==> src/sv/rsmp_pkg.sv <==
// ---------------------------------------------------------------------------
// rsmp_pkg
// Shared types and constants of the nearest-neighbour resampler.
// ---------------------------------------------------------------------------
package rsmp_pkg;

   localparam int COUNT_BITS     = 16;
   localparam int GAIN_BITS      = 16;
   localparam int GAIN_FRAC      = 12;
   localparam int STEP_FRAC      = 16;
   localparam int STEP_BITS      = 32;
   localparam int CSR_INDEX_BITS = 2;
   localparam int CSR_DATA_BITS  = 16;
   localparam int QUEUE_DEPTH    = 4;

   // register map of the csr port
   typedef enum logic [CSR_INDEX_BITS-1:0] {
      CSR_IN_COUNT  = CSR_INDEX_BITS'(0),
      CSR_OUT_COUNT = CSR_INDEX_BITS'(1),
      CSR_GAIN      = CSR_INDEX_BITS'(2)
   } csr_index_type;

   // effective configuration, counts already forced to at least one
   typedef struct packed {
      logic [COUNT_BITS-1:0] in_count;
      logic [COUNT_BITS-1:0] out_count;
      logic [GAIN_BITS-1:0]  gain;
   } cfg_type;

   // classification of one source sample, passed from front to back
   typedef struct packed {
      logic                  run_start;
      logic [COUNT_BITS-1:0] in_index;
   } tag_type;

endpackage

==> src/sv/rsmp_if.sv <==
// ---------------------------------------------------------------------------
// rsmp_req_if / rsmp_rsp_if
// Valid/ready channels carrying source samples in and resampled results out.
// ---------------------------------------------------------------------------
interface rsmp_req_if #(parameter int SAMPLE_BITS = 24);
   logic                          valid;
   logic                          ready;
   logic signed [SAMPLE_BITS-1:0] in_sample;

   modport source (output valid, output in_sample, input ready);
   modport sink   (input valid, input in_sample, output ready);
endinterface

interface rsmp_rsp_if #(parameter int SAMPLE_BITS = 24);
   logic                          valid;
   logic                          ready;
   logic signed [SAMPLE_BITS-1:0] out_sample;
   logic                          last_of_run;

   modport source (output valid, output out_sample, output last_of_run, input ready);
   modport sink   (input valid, input out_sample, input last_of_run, output ready);
endinterface

==> src/sv/rsmp_fifo.sv <==
// ---------------------------------------------------------------------------
// rsmp_fifo
// Small first-in first-out queue between the front and the back part.
// ---------------------------------------------------------------------------
module rsmp_fifo #(
   parameter int WIDTH = 8,
   parameter int DEPTH = 4
) (
   input  logic             clock,
   input  logic             reset,
   input  logic             push,
   input  logic [WIDTH-1:0] push_data,
   output logic             full,
   input  logic             pop,
   output logic [WIDTH-1:0] pop_data,
   output logic             empty
);

   localparam int PTR_BITS = (DEPTH > 1) ? $clog2(DEPTH) : 1;
   localparam int CNT_BITS = $clog2(DEPTH + 1);

   logic [WIDTH-1:0]    mem_ff [DEPTH];
   logic [PTR_BITS-1:0] wr_ptr_ff, wr_ptr_in;
   logic [PTR_BITS-1:0] rd_ptr_ff, rd_ptr_in;
   logic [CNT_BITS-1:0] cnt_ff, cnt_in;
   logic                do_push, do_pop;

   assign full     = (cnt_ff == CNT_BITS'(DEPTH));
   assign empty    = (cnt_ff == '0);
   assign do_push  = push && !full;
   assign do_pop   = pop && !empty;
   assign pop_data = mem_ff[rd_ptr_ff];

   // pointer and fill level update
   always_comb begin
      wr_ptr_in = wr_ptr_ff;
      rd_ptr_in = rd_ptr_ff;
      cnt_in    = cnt_ff;
      if (do_push) begin
         wr_ptr_in = (wr_ptr_ff == PTR_BITS'(DEPTH - 1)) ? '0 : wr_ptr_ff + 1'b1;
      end
      if (do_pop) begin
         rd_ptr_in = (rd_ptr_ff == PTR_BITS'(DEPTH - 1)) ? '0 : rd_ptr_ff + 1'b1;
      end
      if (do_push && !do_pop) begin
         cnt_in = cnt_ff + 1'b1;
      end else if (do_pop && !do_push) begin
         cnt_in = cnt_ff - 1'b1;
      end
   end

   always_ff @(posedge clock) begin
      if (reset) begin
         wr_ptr_ff <= '0;
         rd_ptr_ff <= '0;
         cnt_ff    <= '0;
      end else begin
         wr_ptr_ff <= wr_ptr_in;
         rd_ptr_ff <= rd_ptr_in;
         cnt_ff    <= cnt_in;
      end
   end

   // storage
   always_ff @(posedge clock) begin
      if (do_push) begin
         mem_ff[wr_ptr_ff] <= push_data;
      end
   end

endmodule

==> src/sv/rsmp_front.sv <==
// ---------------------------------------------------------------------------
// rsmp_front
// Accepts source samples, applies gain with rounding and saturation, tracks
// the position within the run and pushes tagged samples into the queue.
// ---------------------------------------------------------------------------
module rsmp_front #(
   parameter int SAMPLE_BITS = 24
) (
   input  logic                   clock,
   input  logic                   reset,
   input  rsmp_pkg::cfg_type      cfg,
   rsmp_req_if.sink               req_ch,
   input  logic                   q_full,
   output logic                   q_push,
   output rsmp_pkg::tag_type      q_tag,
   output logic [SAMPLE_BITS-1:0] q_sample
);

   localparam int PROD_BITS  = SAMPLE_BITS + rsmp_pkg::GAIN_BITS + 1;
   localparam int QUOT_BITS  = PROD_BITS - rsmp_pkg::GAIN_FRAC;
   localparam int ROUND_HALF = 1 << (rsmp_pkg::GAIN_FRAC - 1);

   logic [rsmp_pkg::COUNT_BITS-1:0] in_idx_ff, in_idx_in;
   logic [rsmp_pkg::COUNT_BITS:0]   idx_inc;
   logic signed [SAMPLE_BITS-1:0]   in_s;
   logic signed [PROD_BITS-1:0]     prod;
   logic signed [PROD_BITS-1:0]     prod_rnd;
   logic [QUOT_BITS-1:0]            quot;
   logic                            ovf;

   // transfer whenever the queue has room
   assign req_ch.ready = !q_full;
   assign q_push       = req_ch.valid && !q_full;

   // gain, round half up, floor shift
   assign in_s     = req_ch.in_sample;
   assign prod     = in_s * $signed({1'b0, cfg.gain});
   assign prod_rnd = prod + PROD_BITS'(ROUND_HALF);
   assign quot     = prod_rnd[PROD_BITS-1:rsmp_pkg::GAIN_FRAC];

   // saturate to the sample width
   assign ovf = !((&quot[QUOT_BITS-1:SAMPLE_BITS-1]) || !(|quot[QUOT_BITS-1:SAMPLE_BITS-1]));

   always_comb begin
      if (ovf) begin
         q_sample = quot[QUOT_BITS-1] ? {1'b1, {(SAMPLE_BITS-1){1'b0}}}
                                      : {1'b0, {(SAMPLE_BITS-1){1'b1}}};
      end else begin
         q_sample = quot[SAMPLE_BITS-1:0];
      end
   end

   // source index within the run
   assign idx_inc         = {1'b0, in_idx_ff} + 1'b1;
   assign in_idx_in       = (idx_inc >= {1'b0, cfg.in_count}) ? '0
                                                              : idx_inc[rsmp_pkg::COUNT_BITS-1:0];
   assign q_tag.run_start = (in_idx_ff == '0);
   assign q_tag.in_index  = in_idx_ff;

   always_ff @(posedge clock) begin
      if (reset) begin
         in_idx_ff <= '0;
      end else if (q_push) begin
         in_idx_ff <= in_idx_in;
      end
   end

endmodule

==> src/sv/rsmp_div.sv <==
// ---------------------------------------------------------------------------
// rsmp_div
// Restoring divider for the 16.16 step, one quotient bit per cycle.
// ---------------------------------------------------------------------------
module rsmp_div (
   input  logic                                clock,
   input  logic                                reset,
   input  logic                                start,
   input  logic [rsmp_pkg::STEP_BITS-1:0]      dividend,
   input  logic [rsmp_pkg::COUNT_BITS-1:0]     divisor,
   output logic                                done,
   output logic [rsmp_pkg::STEP_BITS-1:0]      quotient
);

   localparam int CNT_BITS = $clog2(rsmp_pkg::STEP_BITS);
   localparam int CB       = rsmp_pkg::COUNT_BITS;
   localparam int SB       = rsmp_pkg::STEP_BITS;

   logic                busy_ff;
   logic                done_ff;
   logic [CNT_BITS-1:0] cnt_ff;
   logic [SB-1:0]       quo_ff;
   logic [CB-1:0]       rem_ff;
   logic [CB-1:0]       div_ff;
   logic [CB:0]         rem_sh;
   logic [CB:0]         rem_diff;
   logic                fits;

   // one trial subtraction per cycle
   assign rem_sh   = {rem_ff, quo_ff[SB-1]};
   assign fits     = (rem_sh >= {1'b0, div_ff});
   assign rem_diff = rem_sh - {1'b0, div_ff};

   assign done     = done_ff;
   assign quotient = quo_ff;

   // sequencing
   always_ff @(posedge clock) begin
      if (reset) begin
         busy_ff <= 1'b0;
         done_ff <= 1'b0;
         cnt_ff  <= '0;
      end else begin
         done_ff <= 1'b0;
         if (start) begin
            busy_ff <= 1'b1;
            cnt_ff  <= '0;
         end else if (busy_ff) begin
            cnt_ff <= cnt_ff + 1'b1;
            if (cnt_ff == CNT_BITS'(SB - 1)) begin
               busy_ff <= 1'b0;
               done_ff <= 1'b1;
            end
         end
      end
   end

   // datapath
   always_ff @(posedge clock) begin
      if (start) begin
         quo_ff <= dividend;
         rem_ff <= '0;
         div_ff <= divisor;
      end else if (busy_ff) begin
         quo_ff <= {quo_ff[SB-2:0], fits};
         rem_ff <= fits ? rem_diff[CB-1:0] : rem_sh[CB-1:0];
      end
   end

endmodule

==> src/sv/rsmp_back.sv <==
// ---------------------------------------------------------------------------
// rsmp_back
// Takes tagged samples from the queue, works out the step at run start and
// emits the repeated, picked outputs through a registered result stage.
// ---------------------------------------------------------------------------
module rsmp_back #(
   parameter int SAMPLE_BITS = 24,
   parameter int MAX_RATIO   = 64
) (
   input  logic                   clock,
   input  logic                   reset,
   input  rsmp_pkg::cfg_type      cfg,
   input  logic                   q_empty,
   input  rsmp_pkg::tag_type      q_tag,
   input  logic [SAMPLE_BITS-1:0] q_sample,
   output logic                   q_pop,
   rsmp_rsp_if.source             rsp_ch
);

   localparam int BURST_BITS = $clog2(MAX_RATIO + 1);
   localparam int CB         = rsmp_pkg::COUNT_BITS;
   localparam int SB         = rsmp_pkg::STEP_BITS;

   typedef enum logic [1:0] {
      ST_PICK,
      ST_STEP,
      ST_EMIT
   } state_type;

   state_type              state_ff;
   logic [SB-1:0]          step_ff;
   logic [SB-1:0]          pos_ff;
   logic [CB-1:0]          out_idx_ff;
   logic [BURST_BITS-1:0]  burst_ff;
   logic [SAMPLE_BITS-1:0] out_sample_ff;
   logic                   out_last_ff;
   logic                   out_valid_ff;

   logic [SB-1:0]          pos_in;
   logic [CB-1:0]          idx_in;
   logic                   can_out;
   logic                   more;
   logic                   more_after;
   logic                   emit;
   logic                   div_start;
   logic                   div_done;
   logic [SB-1:0]          div_quot;

   // step division at run start
   assign div_start = (state_ff == ST_PICK) && !q_empty && q_tag.run_start;

   rsmp_div u_div (
      .clock    (clock),
      .reset    (reset),
      .start    (div_start),
      .dividend ({cfg.in_count, {rsmp_pkg::STEP_FRAC{1'b0}}}),
      .divisor  (cfg.out_count),
      .done     (div_done),
      .quotient (div_quot)
   );

   // pick condition now and after this output
   assign pos_in     = pos_ff + step_ff;
   assign idx_in     = out_idx_ff + 1'b1;
   assign can_out    = !out_valid_ff || rsp_ch.ready;
   assign more       = (burst_ff < BURST_BITS'(MAX_RATIO)) &&
                       (out_idx_ff < cfg.out_count) &&
                       (pos_ff[SB-1:rsmp_pkg::STEP_FRAC] <= q_tag.in_index);
   assign more_after = ((burst_ff + 1'b1) < BURST_BITS'(MAX_RATIO)) &&
                       (idx_in < cfg.out_count) &&
                       (pos_in[SB-1:rsmp_pkg::STEP_FRAC] <= q_tag.in_index);
   assign emit       = (state_ff == ST_EMIT) && more && can_out;
   assign q_pop      = (state_ff == ST_EMIT) && ((emit && !more_after) || !more);

   assign rsp_ch.valid       = out_valid_ff;
   assign rsp_ch.out_sample  = out_sample_ff;
   assign rsp_ch.last_of_run = out_last_ff;

   // sequencer and result register
   always_ff @(posedge clock) begin
      if (reset) begin
         state_ff     <= ST_PICK;
         step_ff      <= '0;
         pos_ff       <= '0;
         out_idx_ff   <= '0;
         burst_ff     <= '0;
         out_valid_ff <= 1'b0;
      end else begin
         out_valid_ff <= emit || (out_valid_ff && !rsp_ch.ready);
         case (state_ff)
            ST_PICK: begin
               if (!q_empty) begin
                  burst_ff <= '0;
                  state_ff <= q_tag.run_start ? ST_STEP : ST_EMIT;
               end
            end
            ST_STEP: begin
               if (div_done) begin
                  step_ff    <= div_quot;
                  pos_ff     <= '0;
                  out_idx_ff <= '0;
                  state_ff   <= ST_EMIT;
               end
            end
            ST_EMIT: begin
               if (emit) begin
                  out_sample_ff <= q_sample;
                  out_last_ff   <= (out_idx_ff == cfg.out_count - CB'(1));
                  pos_ff        <= pos_in;
                  out_idx_ff    <= idx_in;
                  burst_ff      <= burst_ff + 1'b1;
               end
               if (q_pop) begin
                  state_ff <= ST_PICK;
               end
            end
            default: begin
               state_ff <= ST_PICK;
            end
         endcase
      end
   end

endmodule

==> src/sv/nearest_neighbor_resampler.sv <==
// ---------------------------------------------------------------------------
// nearest_neighbor_resampler
// Nearest-neighbour resampler of a run of source samples with Q4.12 gain.
// ---------------------------------------------------------------------------
// Source samples arrive on req_ch and results leave on rsp_ch, both
// valid/ready; a transfer happens when valid and ready are both high.
// in_count, out_count and gain are written on the csr port (index 0, 1, 2);
// the user must write them only while the block is idle, which the block
// itself does not enforce. Each source sample gives zero or more results,
// the final output of a run carries last_of_run. A source sample passes
// through the queue, the pick state and the result register; the first
// sample of a run also waits for the bit-serial step divider (one quotient
// bit per cycle, 32 bits). The back part gives one result per cycle while
// the receiver is ready and finishes each source sample before the next.
// A 4-entry queue lets the front keep taking samples while the back works.
// Reset (synchronous) restores in_count = out_count = 1, unity gain, and
// starts a fresh run. When the receiver stalls the result register holds,
// the back part waits and the queue fills, then req_ch.ready drops.
// ---------------------------------------------------------------------------
module nearest_neighbor_resampler #(
   parameter int SAMPLE_BITS = 24,
   parameter int MAX_RATIO   = 64
) (
   input  logic                                 clock,
   input  logic                                 reset,
   input  logic                                 csr_we,
   input  logic [rsmp_pkg::CSR_INDEX_BITS-1:0]  csr_index,
   input  logic [rsmp_pkg::CSR_DATA_BITS-1:0]   csr_wdata,
   rsmp_req_if.sink                             req_ch,
   rsmp_rsp_if.source                           rsp_ch
);

   localparam int CB       = rsmp_pkg::COUNT_BITS;
   localparam int TAG_BITS = $bits(rsmp_pkg::tag_type);
   localparam int Q_BITS   = TAG_BITS + SAMPLE_BITS;

   logic [CB-1:0]                  in_count_ff;
   logic [CB-1:0]                  out_count_ff;
   logic [rsmp_pkg::GAIN_BITS-1:0] gain_ff;
   rsmp_pkg::cfg_type              cfg;

   logic                   q_push, q_full, q_pop, q_empty;
   rsmp_pkg::tag_type      push_tag, pop_tag;
   logic [SAMPLE_BITS-1:0] push_sample, pop_sample;

   // configuration registers
   always_ff @(posedge clock) begin
      if (reset) begin
         in_count_ff  <= CB'(1);
         out_count_ff <= CB'(1);
         gain_ff      <= rsmp_pkg::GAIN_BITS'(1 << rsmp_pkg::GAIN_FRAC);
      end else if (csr_we) begin
         case (rsmp_pkg::csr_index_type'(csr_index))
            rsmp_pkg::CSR_IN_COUNT:  in_count_ff  <= csr_wdata[CB-1:0];
            rsmp_pkg::CSR_OUT_COUNT: out_count_ff <= csr_wdata[CB-1:0];
            rsmp_pkg::CSR_GAIN:      gain_ff      <= csr_wdata[rsmp_pkg::GAIN_BITS-1:0];
            default: begin
            end
         endcase
      end
   end

   // a zero count acts as one
   assign cfg.in_count  = (in_count_ff == '0) ? CB'(1) : in_count_ff;
   assign cfg.out_count = (out_count_ff == '0) ? CB'(1) : out_count_ff;
   assign cfg.gain      = gain_ff;

   rsmp_front #(
      .SAMPLE_BITS (SAMPLE_BITS)
   ) u_front (
      .clock    (clock),
      .reset    (reset),
      .cfg      (cfg),
      .req_ch   (req_ch),
      .q_full   (q_full),
      .q_push   (q_push),
      .q_tag    (push_tag),
      .q_sample (push_sample)
   );

   rsmp_fifo #(
      .WIDTH (Q_BITS),
      .DEPTH (rsmp_pkg::QUEUE_DEPTH)
   ) u_fifo (
      .clock     (clock),
      .reset     (reset),
      .push      (q_push),
      .push_data ({push_tag, push_sample}),
      .full      (q_full),
      .pop       (q_pop),
      .pop_data  ({pop_tag, pop_sample}),
      .empty     (q_empty)
   );

   rsmp_back #(
      .SAMPLE_BITS (SAMPLE_BITS),
      .MAX_RATIO   (MAX_RATIO)
   ) u_back (
      .clock    (clock),
      .reset    (reset),
      .cfg      (cfg),
      .q_empty  (q_empty),
      .q_tag    (pop_tag),
      .q_sample (pop_sample),
      .q_pop    (q_pop),
      .rsp_ch   (rsp_ch)
   );

endmodule

==> src/flat_wrapper.sv <==
// flat-port wrapper written by rule: the top's interface ports become plain ports
module nearest_neighbor_resampler_flat 
#(
   parameter int SAMPLE_BITS = 24,
   parameter int MAX_RATIO   = 64
)
  (clock, reset, csr_we, csr_index, csr_wdata, req_ch_valid, req_ch_in_sample, req_ch_ready, rsp_ch_valid, rsp_ch_out_sample, rsp_ch_last_of_run, rsp_ch_ready);
  rsmp_req_if #(.SAMPLE_BITS(SAMPLE_BITS)) req_ch_i ();
  rsmp_rsp_if #(.SAMPLE_BITS(SAMPLE_BITS)) rsp_ch_i ();
  input  logic clock;
  input  logic reset;
  input  logic csr_we;
  input  logic [rsmp_pkg::CSR_INDEX_BITS-1:0] csr_index;
  input  logic [rsmp_pkg::CSR_DATA_BITS-1:0] csr_wdata;
  input wire logic [$bits(req_ch_i.valid)-1:0] req_ch_valid;
  input wire logic [$bits(req_ch_i.in_sample)-1:0] req_ch_in_sample;
  output wire logic [$bits(req_ch_i.ready)-1:0] req_ch_ready;
  output wire logic [$bits(rsp_ch_i.valid)-1:0] rsp_ch_valid;
  output wire logic [$bits(rsp_ch_i.out_sample)-1:0] rsp_ch_out_sample;
  output wire logic [$bits(rsp_ch_i.last_of_run)-1:0] rsp_ch_last_of_run;
  input wire logic [$bits(rsp_ch_i.ready)-1:0] rsp_ch_ready;
  assign req_ch_i.valid = req_ch_valid;
  assign req_ch_i.in_sample = req_ch_in_sample;
  assign req_ch_ready = req_ch_i.ready;
  assign rsp_ch_valid = rsp_ch_i.valid;
  assign rsp_ch_out_sample = rsp_ch_i.out_sample;
  assign rsp_ch_last_of_run = rsp_ch_i.last_of_run;
  assign rsp_ch_i.ready = rsp_ch_ready;
  nearest_neighbor_resampler #(.SAMPLE_BITS(SAMPLE_BITS), .MAX_RATIO(MAX_RATIO)) u_core (.clock(clock), .reset(reset), .csr_we(csr_we), .csr_index(csr_index), .csr_wdata(csr_wdata), .req_ch(req_ch_i), .rsp_ch(rsp_ch_i));
endmodule
==> config.mk <==
export PLATFORM = sky130hd
export DESIGN_NAME = nearest_neighbor_resampler_flat
export DESIGN_NICKNAME = d
export VERILOG_FILES = /design/src/sv/rsmp_pkg.sv /design/src/sv/rsmp_if.sv /design/src/sv/rsmp_fifo.sv /design/src/sv/rsmp_front.sv /design/src/sv/rsmp_div.sv /design/src/sv/rsmp_back.sv /design/src/sv/nearest_neighbor_resampler.sv /design/src/flat_wrapper.sv
export SDC_FILE = /design/constraint.sdc
export NUM_CORES = 2
export LEC_CHECK = 0
export BUFFER_PORTS_ARGS = -buffer_cell sky130_fd_sc_hd__buf_2
export CORE_ASPECT_RATIO = 1.1
export CORE_MARGIN = 1
export CORE_UTILIZATION = 35
export DETAILED_ROUTE_END_ITERATION = 16
export GPL_TIMING_DRIVEN = 0
export PLACE_DENSITY = 0.54
export SETUP_SLACK_MARGIN = 0.2
export SKIP_CTS_REPAIR_TIMING = 1
export SLEW_MARGIN = 10
export SYNTH_ARGS = -nofsm -noshare
export SYNTH_HDL_FRONTEND = slang
export SYNTH_SLANG_ARGS = --single-unit
export TNS_END_PERCENT = 30
==> constraint.sdc <==
create_clock -name clock -period 16.2 [get_ports clock]
set_input_delay 2.43 -clock clock [delete_from_list [all_inputs] [get_ports clock]]
set_output_delay 2.43 -clock clock [all_outputs]
set_load 0.02 [all_outputs]
### Word level (Yosys, flattened, before mapping)

Memories as Yosys holds them, arrays and structs flattened. A register that Yosys moved wholly into a read port is not among the register bits.
Cells that the tools add are included.

| operators by class | value |
|---|---|
| $mul | 1 |
| bitwise gates (word level) | 2 |
| $add $sub $neg | 12 |
| reductions and logical operators | 51 |
| mux-type cells | 34 |
| magnitude comparators | 8 |
| eq/ne operators | 13 |

Operator list:

| kind | count |
|---|---|
| 2-to-1 mux 32 bit | 4 |
| 2-to-1 mux 16 bit | 6 |
| one-hot mux 32 bit (2 select lines) | 1 |
| logical NOT 16 bit | 3 |
| 2-to-1 mux 24 bit | 2 |
| adder 41 x 13 -> 41 bit (second input constant) | 1 |
| multiplier 24 x 17 -> 41 bit | 1 |
| greater-or-equal comparator 17 x 16 -> 1 bit | 2 |
| adder 32 bit | 1 |
| <= comparator 16 bit | 2 |
| less-than comparator 16 bit | 2 |
| one-hot mux 16 bit (2 select lines) | 1 |
| adder 16 x 1 -> 17 bit (second input constant) | 1 |
| adder 16 x 1 -> 16 bit (second input constant) | 1 |
| equality test 16 bit | 1 |
| logical AND 1 bit | 16 |
| 2-to-1 mux 2 bit | 8 |
| subtractor 16 x 1 -> 16 bit (second input constant) | 1 |
| subtractor 16 bit | 1 |
| less-than comparator 7 bit (second input constant) | 2 |
| 2-to-1 mux 7 bit | 2 |
| one-hot mux 7 bit (2 select lines) | 1 |
| AND reduction 3 bit | 4 |
| logical NOT 1 bit | 9 |
| 24 further kinds | 48 |

| storage, ports and cells | value |
|---|---|
| bits in registers | 257 |
| output and inout bits | 27 |
| bits in writable memories | 164 |
| input bits | 47 |
| word-level logic and storage cells | 144 |
| memories | 1 |

Memories:

| memory | depth | width | rd ports | clocked after memory_dff | write ports | RTL line | text |
|---|---|---|---|---|---|---|---|
| u_core.u_fifo.mem_ff | 4 | 41 | 1 | 1 | 1 | rsmp_fifo.sv:22 | `logic [WIDTH-1:0] mem_ff [DEPTH];` |

### Longest topological paths before layout

| depth | value |
|---|---|
| word-level depth | 14 |
| depth in mapped cells | 27 |
| mapped depth without buffers | 27 |

### Modules after synthesis

Synthesis repeated with hierarchy kept, for this count alone.

| unflattened totals | value |
|---|---|
| cell total of the unflattened synthesis | 3718 |
| area, all modules | 36595.1 µm² |

Modules (own cells, without submodules):

| module | times used | seq. area each (µm²) | cells each | area an instance (µm²) |
|---|---|---|---|---|
| rsmp_front | 1 | 320.3 | 1878 | 16335.7 |
| rsmp_back | 1 | 2552.4 | 980 | 8200.4 |
| rsmp_fifo | 1 | 5104.9 | 265 | 6409.9 |
| rsmp_div | 1 | 1901.8 | 343 | 3773.6 |
| nearest_neighbor_resampler | 1 | 960.9 | 252 | 1875.5 |

### Worst setup path after synthesis

OpenSTA, ideal clock, no wires.

| path | value |
|---|---|
| path type | in2reg |
| start | input req_ch_in_sample[23] |
| end | memory u_core.u_fifo.mem_ff[0][10] (netlist bit) (data pin) |
| slack | 7.460 ns |
| library setup time | 0.267 ns |
| data arrival time | 8.472 ns |
| buffers on the path | 2 |
| data required time | 15.933 ns |
| cell stages on the path | 23 |
| path through | clkbuf_1 > nand2_1 > fa_1 > fa_1 > inv_1 > fa_1 > fa_1 > fa_1 > inv_1 > fa_1 > inv_1 > ha_1 > a21o_1 > a21o_1 > a21oi_1 > o21bai_1 > a22oi_1 > nand3b_1 > xnor2_1 > nand4_2 > nand2_2 > buf_6 > nand2_1 |

| between the ends | value |
|---|---|
| cells in the longest elaborated chain, start to end | 6 |
| elaborated cells between the ends (all ways) | 8 |
| classes of those cells | add/sub: 1; mul: 1; mux: 2; reduce/logical: 4 |

Ends and longest elaborated chain:

| item | RTL line | text |
|---|---|---|
| start, declared | flat_wrapper.sv:16 | `input wire logic [$bits(req_ch_i.in_sample)-1:0] req_ch_in_sample;` |
| multiplier 24 x 17 -> 41 bit * | rsmp_front.sv:37 | `assign prod = in_s * $signed({1'b0, cfg.gain});` |
| adder 41 x 13 -> 41 bit * | rsmp_front.sv:38 | `assign prod_rnd = prod + PROD_BITS'(ROUND_HALF);` |
| OR reduction 6 bit | rsmp_front.sv:42 | `assign ovf = !((&quot[QUOT_BITS-1:SAMPLE_BITS-1]) \|\| !(\|quot[QUOT_BITS-1:SAMPLE_BITS-1]));` |
| logical NOT 1 bit | rsmp_front.sv:42 |  |
| logical OR 1 bit | rsmp_front.sv:42 |  |
| 2-to-1 mux 24 bit * | rsmp_front.sv:45 | `if (ovf) begin` |
| net u_core.push_sample[10] | nearest_neighbor_resampler.sv:44 | `logic [SAMPLE_BITS-1:0] push_sample, pop_sample;` |
| end, declared | rsmp_fifo.sv:22 |  |

Mark *: on every way through the listed nets, which the timed path passes. The rest lies on a longest branch.

### Worst setup path in the final report

| path | value |
|---|---|
| start | input req_ch_in_sample[23] |
| end | memory u_core.u_fifo.mem_ff[2][2] (netlist bit) (data pin) |

Same word-level chain as after synthesis.

==> results.json <==
{
  "async_flop_share_pct": 0,
  "grt_max_degree": 29,
  "synth_edf_count": 221,
  "final_common_cell": "inv_1",
  "layout.cells.non_filler": 5003,
  "power_leakage_nw": 17.06,
  "vias": 25010,
  "worst_slack_ns": 6.715,
  "final_hold_viol_count": 0,
  "worst_path_largest_cell_delay_ns": 0.81,
  "crit_required_ns": 16.55,
  "drtPass1Iterations": 5,
  "path_max_fanout": 10,
  "path_class": "primary input to register",
  "fin_skew_ns": 0.04106,
  "overflow": 0,
  "run_status": "completed",
  "slew_headroom_pct": 34.89,
  "p_int_mw": 2.587,
  "yosysSeqAreaShare_pct": 30.41,
  "synth_cell_types": 86,
  "die_area_um2": 101600,
  "synth-seq-cells": 423,
  "routed_wl_mm": 92.40,
  "clockBufferDepth": 3,
  "numCtsBuffers": 46,
  "synthCells": 3553,
  "die_h_um": 334.2,
  "max_freq_ghz": 0.1054,
  "period_share_pct": 58.55,
  "antenna_left": 0,
  "clk_latency_ns": 0.61,
  "critPathBufInv": 6,
  "cts_max_level": 2,
  "dp_cells": 4921,
  "viasPerCell": 5.000,
  "grt_usage_pct": 18.75,
  "synth_top_area_cell": "fa_1",
  "mostFrequentLayoutCells": "inv_1, nand2_1, fa_1",
  "synth_area_leaders": "fa_1, edfxtp_1, dfxtp_1, ha_1, inv_1",
  "wl_per_cell_um": 18.47,
  "synth_top_area_share_pct": 21.60,
  "io_pins": 74,
  "fin_area_um2": 38710,
  "post-route-min-period_ns": 9.485,
  "startpoint_type": "primary input",
  "tightest_slew_ns": 0.9766,
  "rsz0062_at_grt": "false",
  "critPathSlowestCell": "fa_1",
  "drt_iter0_drc": 1404,
  "dp_hpwl_mm": 73.98,
  "tns_ns": 0,
  "peakVddDrop_mv": 0.1072,
  "gp_congestion": 0.8787,
  "core_um2": 99160,
  "p_sw_share_pct": 37.62,
  "grt_pass1_wl_mm": 148.7,
  "seqPwrFrac_pct": 35.5,
  "syn_area_um2": 35120,
  "maxCapViolCount": 0,
  "drv_slew": 0,
  "power-per-cell-area_nw_per_um2": 107.1,
  "cts_root_buffer": "clkbuf_16",
  "arrival_ns": 9.83,
  "layout-drive-gt1-share_pct": 6.627,
  "cts_tree": "built",
  "dp_slack_ns": 6.075,
  "yosys_warnings": 0,
  "yosys_most_used_dff": "edfxtp_1",
  "dieWidth_um": 304.0,
  "p_sw_mw": 1.560,
  "antenna_found_initial": 3,
  "nNetsFinal": 4362,
  "dpl_cell_area_um2": 37200,
  "clk_pin_slew_ns": 0.06,
  "cp-end-kind": "register",
  "syn_nets": 4237,
  "io_buffers": 72,
  "power.share.clock_pct": 25.2,
  "finalSetupViolCount": 0,
  "cts.sinks": 423,
  "min_path_type": "register to register",
  "cp_cell_sequence": "buf_2, clkbuf_1, nand2_1, fa_1, fa_1, inv_1, fa_1, fa_1, fa_1, inv_1, fa_1, inv_1, ha_1, a21o_1, a21o_1, a21oi_1, o21bai_1, a22oi_1, nand3b_1, o31a_1, xnor2_4, nor2_2, buf_6, o21ai_1",
  "crit_top_cell": "fa_1",
  "combPwrFrac_pct": 39.3,
  "start_util_pct": 35.42,
  "finalPower_mw": 4.147,
  "area_growth_pct": 10.23,
  "grt_pass1_vias": 26310,
  "syn_area_per_cell_um2": 9.885,
  "crit_family": "adder cells",
  "drc": 0,
  "row_count": 121,
  "antennaDiodeCount": 0
}
## path summary, 6_finish.rpt
| check | start | to | slack, ns | depth (start not counted) |
|---|---|---|---|---|
| setup / recovery | req_ch_in_sample[23] | u_core.u_fifo.mem_ff[2][2] | 6.72 | 24 |
| hold / removal | u_core.u_back.step_ff[31] | u_core.u_back.step_ff[31] | 0.46 | 2 |
| setup reg to reg | u_core.gain_ff[2] | u_core.u_fifo.mem_ff[2][2] | 8.15 | 23 |
| hold reg to reg | u_core.u_back.step_ff[31] | u_core.u_back.step_ff[31] | 0.46 | 2 |
## metrics by stage
step | hold slack (ns) | util, %
global route | 0.4879 | 39.04
floorplan | 0.4215 | -
detailed placement | 0.4538 | 37.52
finish | 0.4613 | 39.04
global placement | 0.4521 | 37.41
CTS | 0.4592 | 39.04
## per-layer routing
layer / global-route usage, % / up-vias / routed length [um]
met5: 0 / - / 12
met2: 33.97 / 447 / 47030
li1: - / 11890 / -
met3: 2.237 / 133 / 3645
met1: 22.93 / 12540 / 38480
met4: 6.318 / 2 / 3227
## power by group through the flow
stage	Clock (mW)	Combinational [mW]	Sequential, mW
after floorplan	0	1.16	1.47
after global placement	0	1.63	1.50
after detailed placement	0	1.65	1.50
after CTS	1.07	1.65	1.47
after global routing	1.11	1.83	1.49
final	1.04	1.63	1.47
## Yosys cell counts, types with 10 or more instances
cell,count
a21o_1,43
a21oi_1,205
a22o_1,31
a31oi_1,12
and2_1,230
and3_1,30
buf_1,11
clkbuf_1,147
dfxtp_1,202
edfxtp_1,221
fa_1,379
ha_1,258
inv_1,575
mux2i_1,25
mux4_2,41
nand2_1,425
nand2b_1,16
nand3_1,67
nand4_1,31
nor2_1,99
nor2b_1,34
nor3_1,35
nor4_1,14
o211ai_1,14
o21a_1,25
o21ai_0,103
o21ai_1,12
or2_2,10
xnor2_1,68
xor2_1,53
## layout make-up
class / count / area (um2)
inverter: 576 / 2162
buffer: 162 / 634.4
fill: 9937 / 60450
tap: 1291 / 1615
sequential: 423 / 10680
clock buffer: 65 / 1304
timing repair buffer: 77 / 460.4
multi-input combinational: 2392 / 21650
clock inverter: 17 / 206.4
## sequential cells by signal (all words and copies together) (netlist names), 24 cells and up, named ones only
signal	count
u_core.u_back.rsp_ch.out_sample	24
u_core.u_back.step_ff	32
u_core.u_back.pos_ff	32
u_core.u_fifo.mem_ff	164
u_core.u_back.u_div.quotient	32
## tightest hold or removal path, stage by stage (launching register included)
cell,delay [ns]
dfxtp_1,0.31
nand2_1,0.05
a21oi_1,0.05
## cell families (layout without fill, tap and decap cells)
| group | count (synthesis) | after routing | synth area share, % |
|---|---|---|---|
| compound gates | 532 | 532 | 9.786 |
| mux | 67 | 67 | 3.374 |
| xor+xnor | 123 | 123 | 3.142 |
| fa+ha+maj | 637 | 637 | 30.79 |
| buf+inv | 738 | 897 | 7.955 |
| simple gates | 1033 | 1033 | 14.54 |
| flops | 423 | 423 | 30.41 |
(Power assumes the default switching activity.)
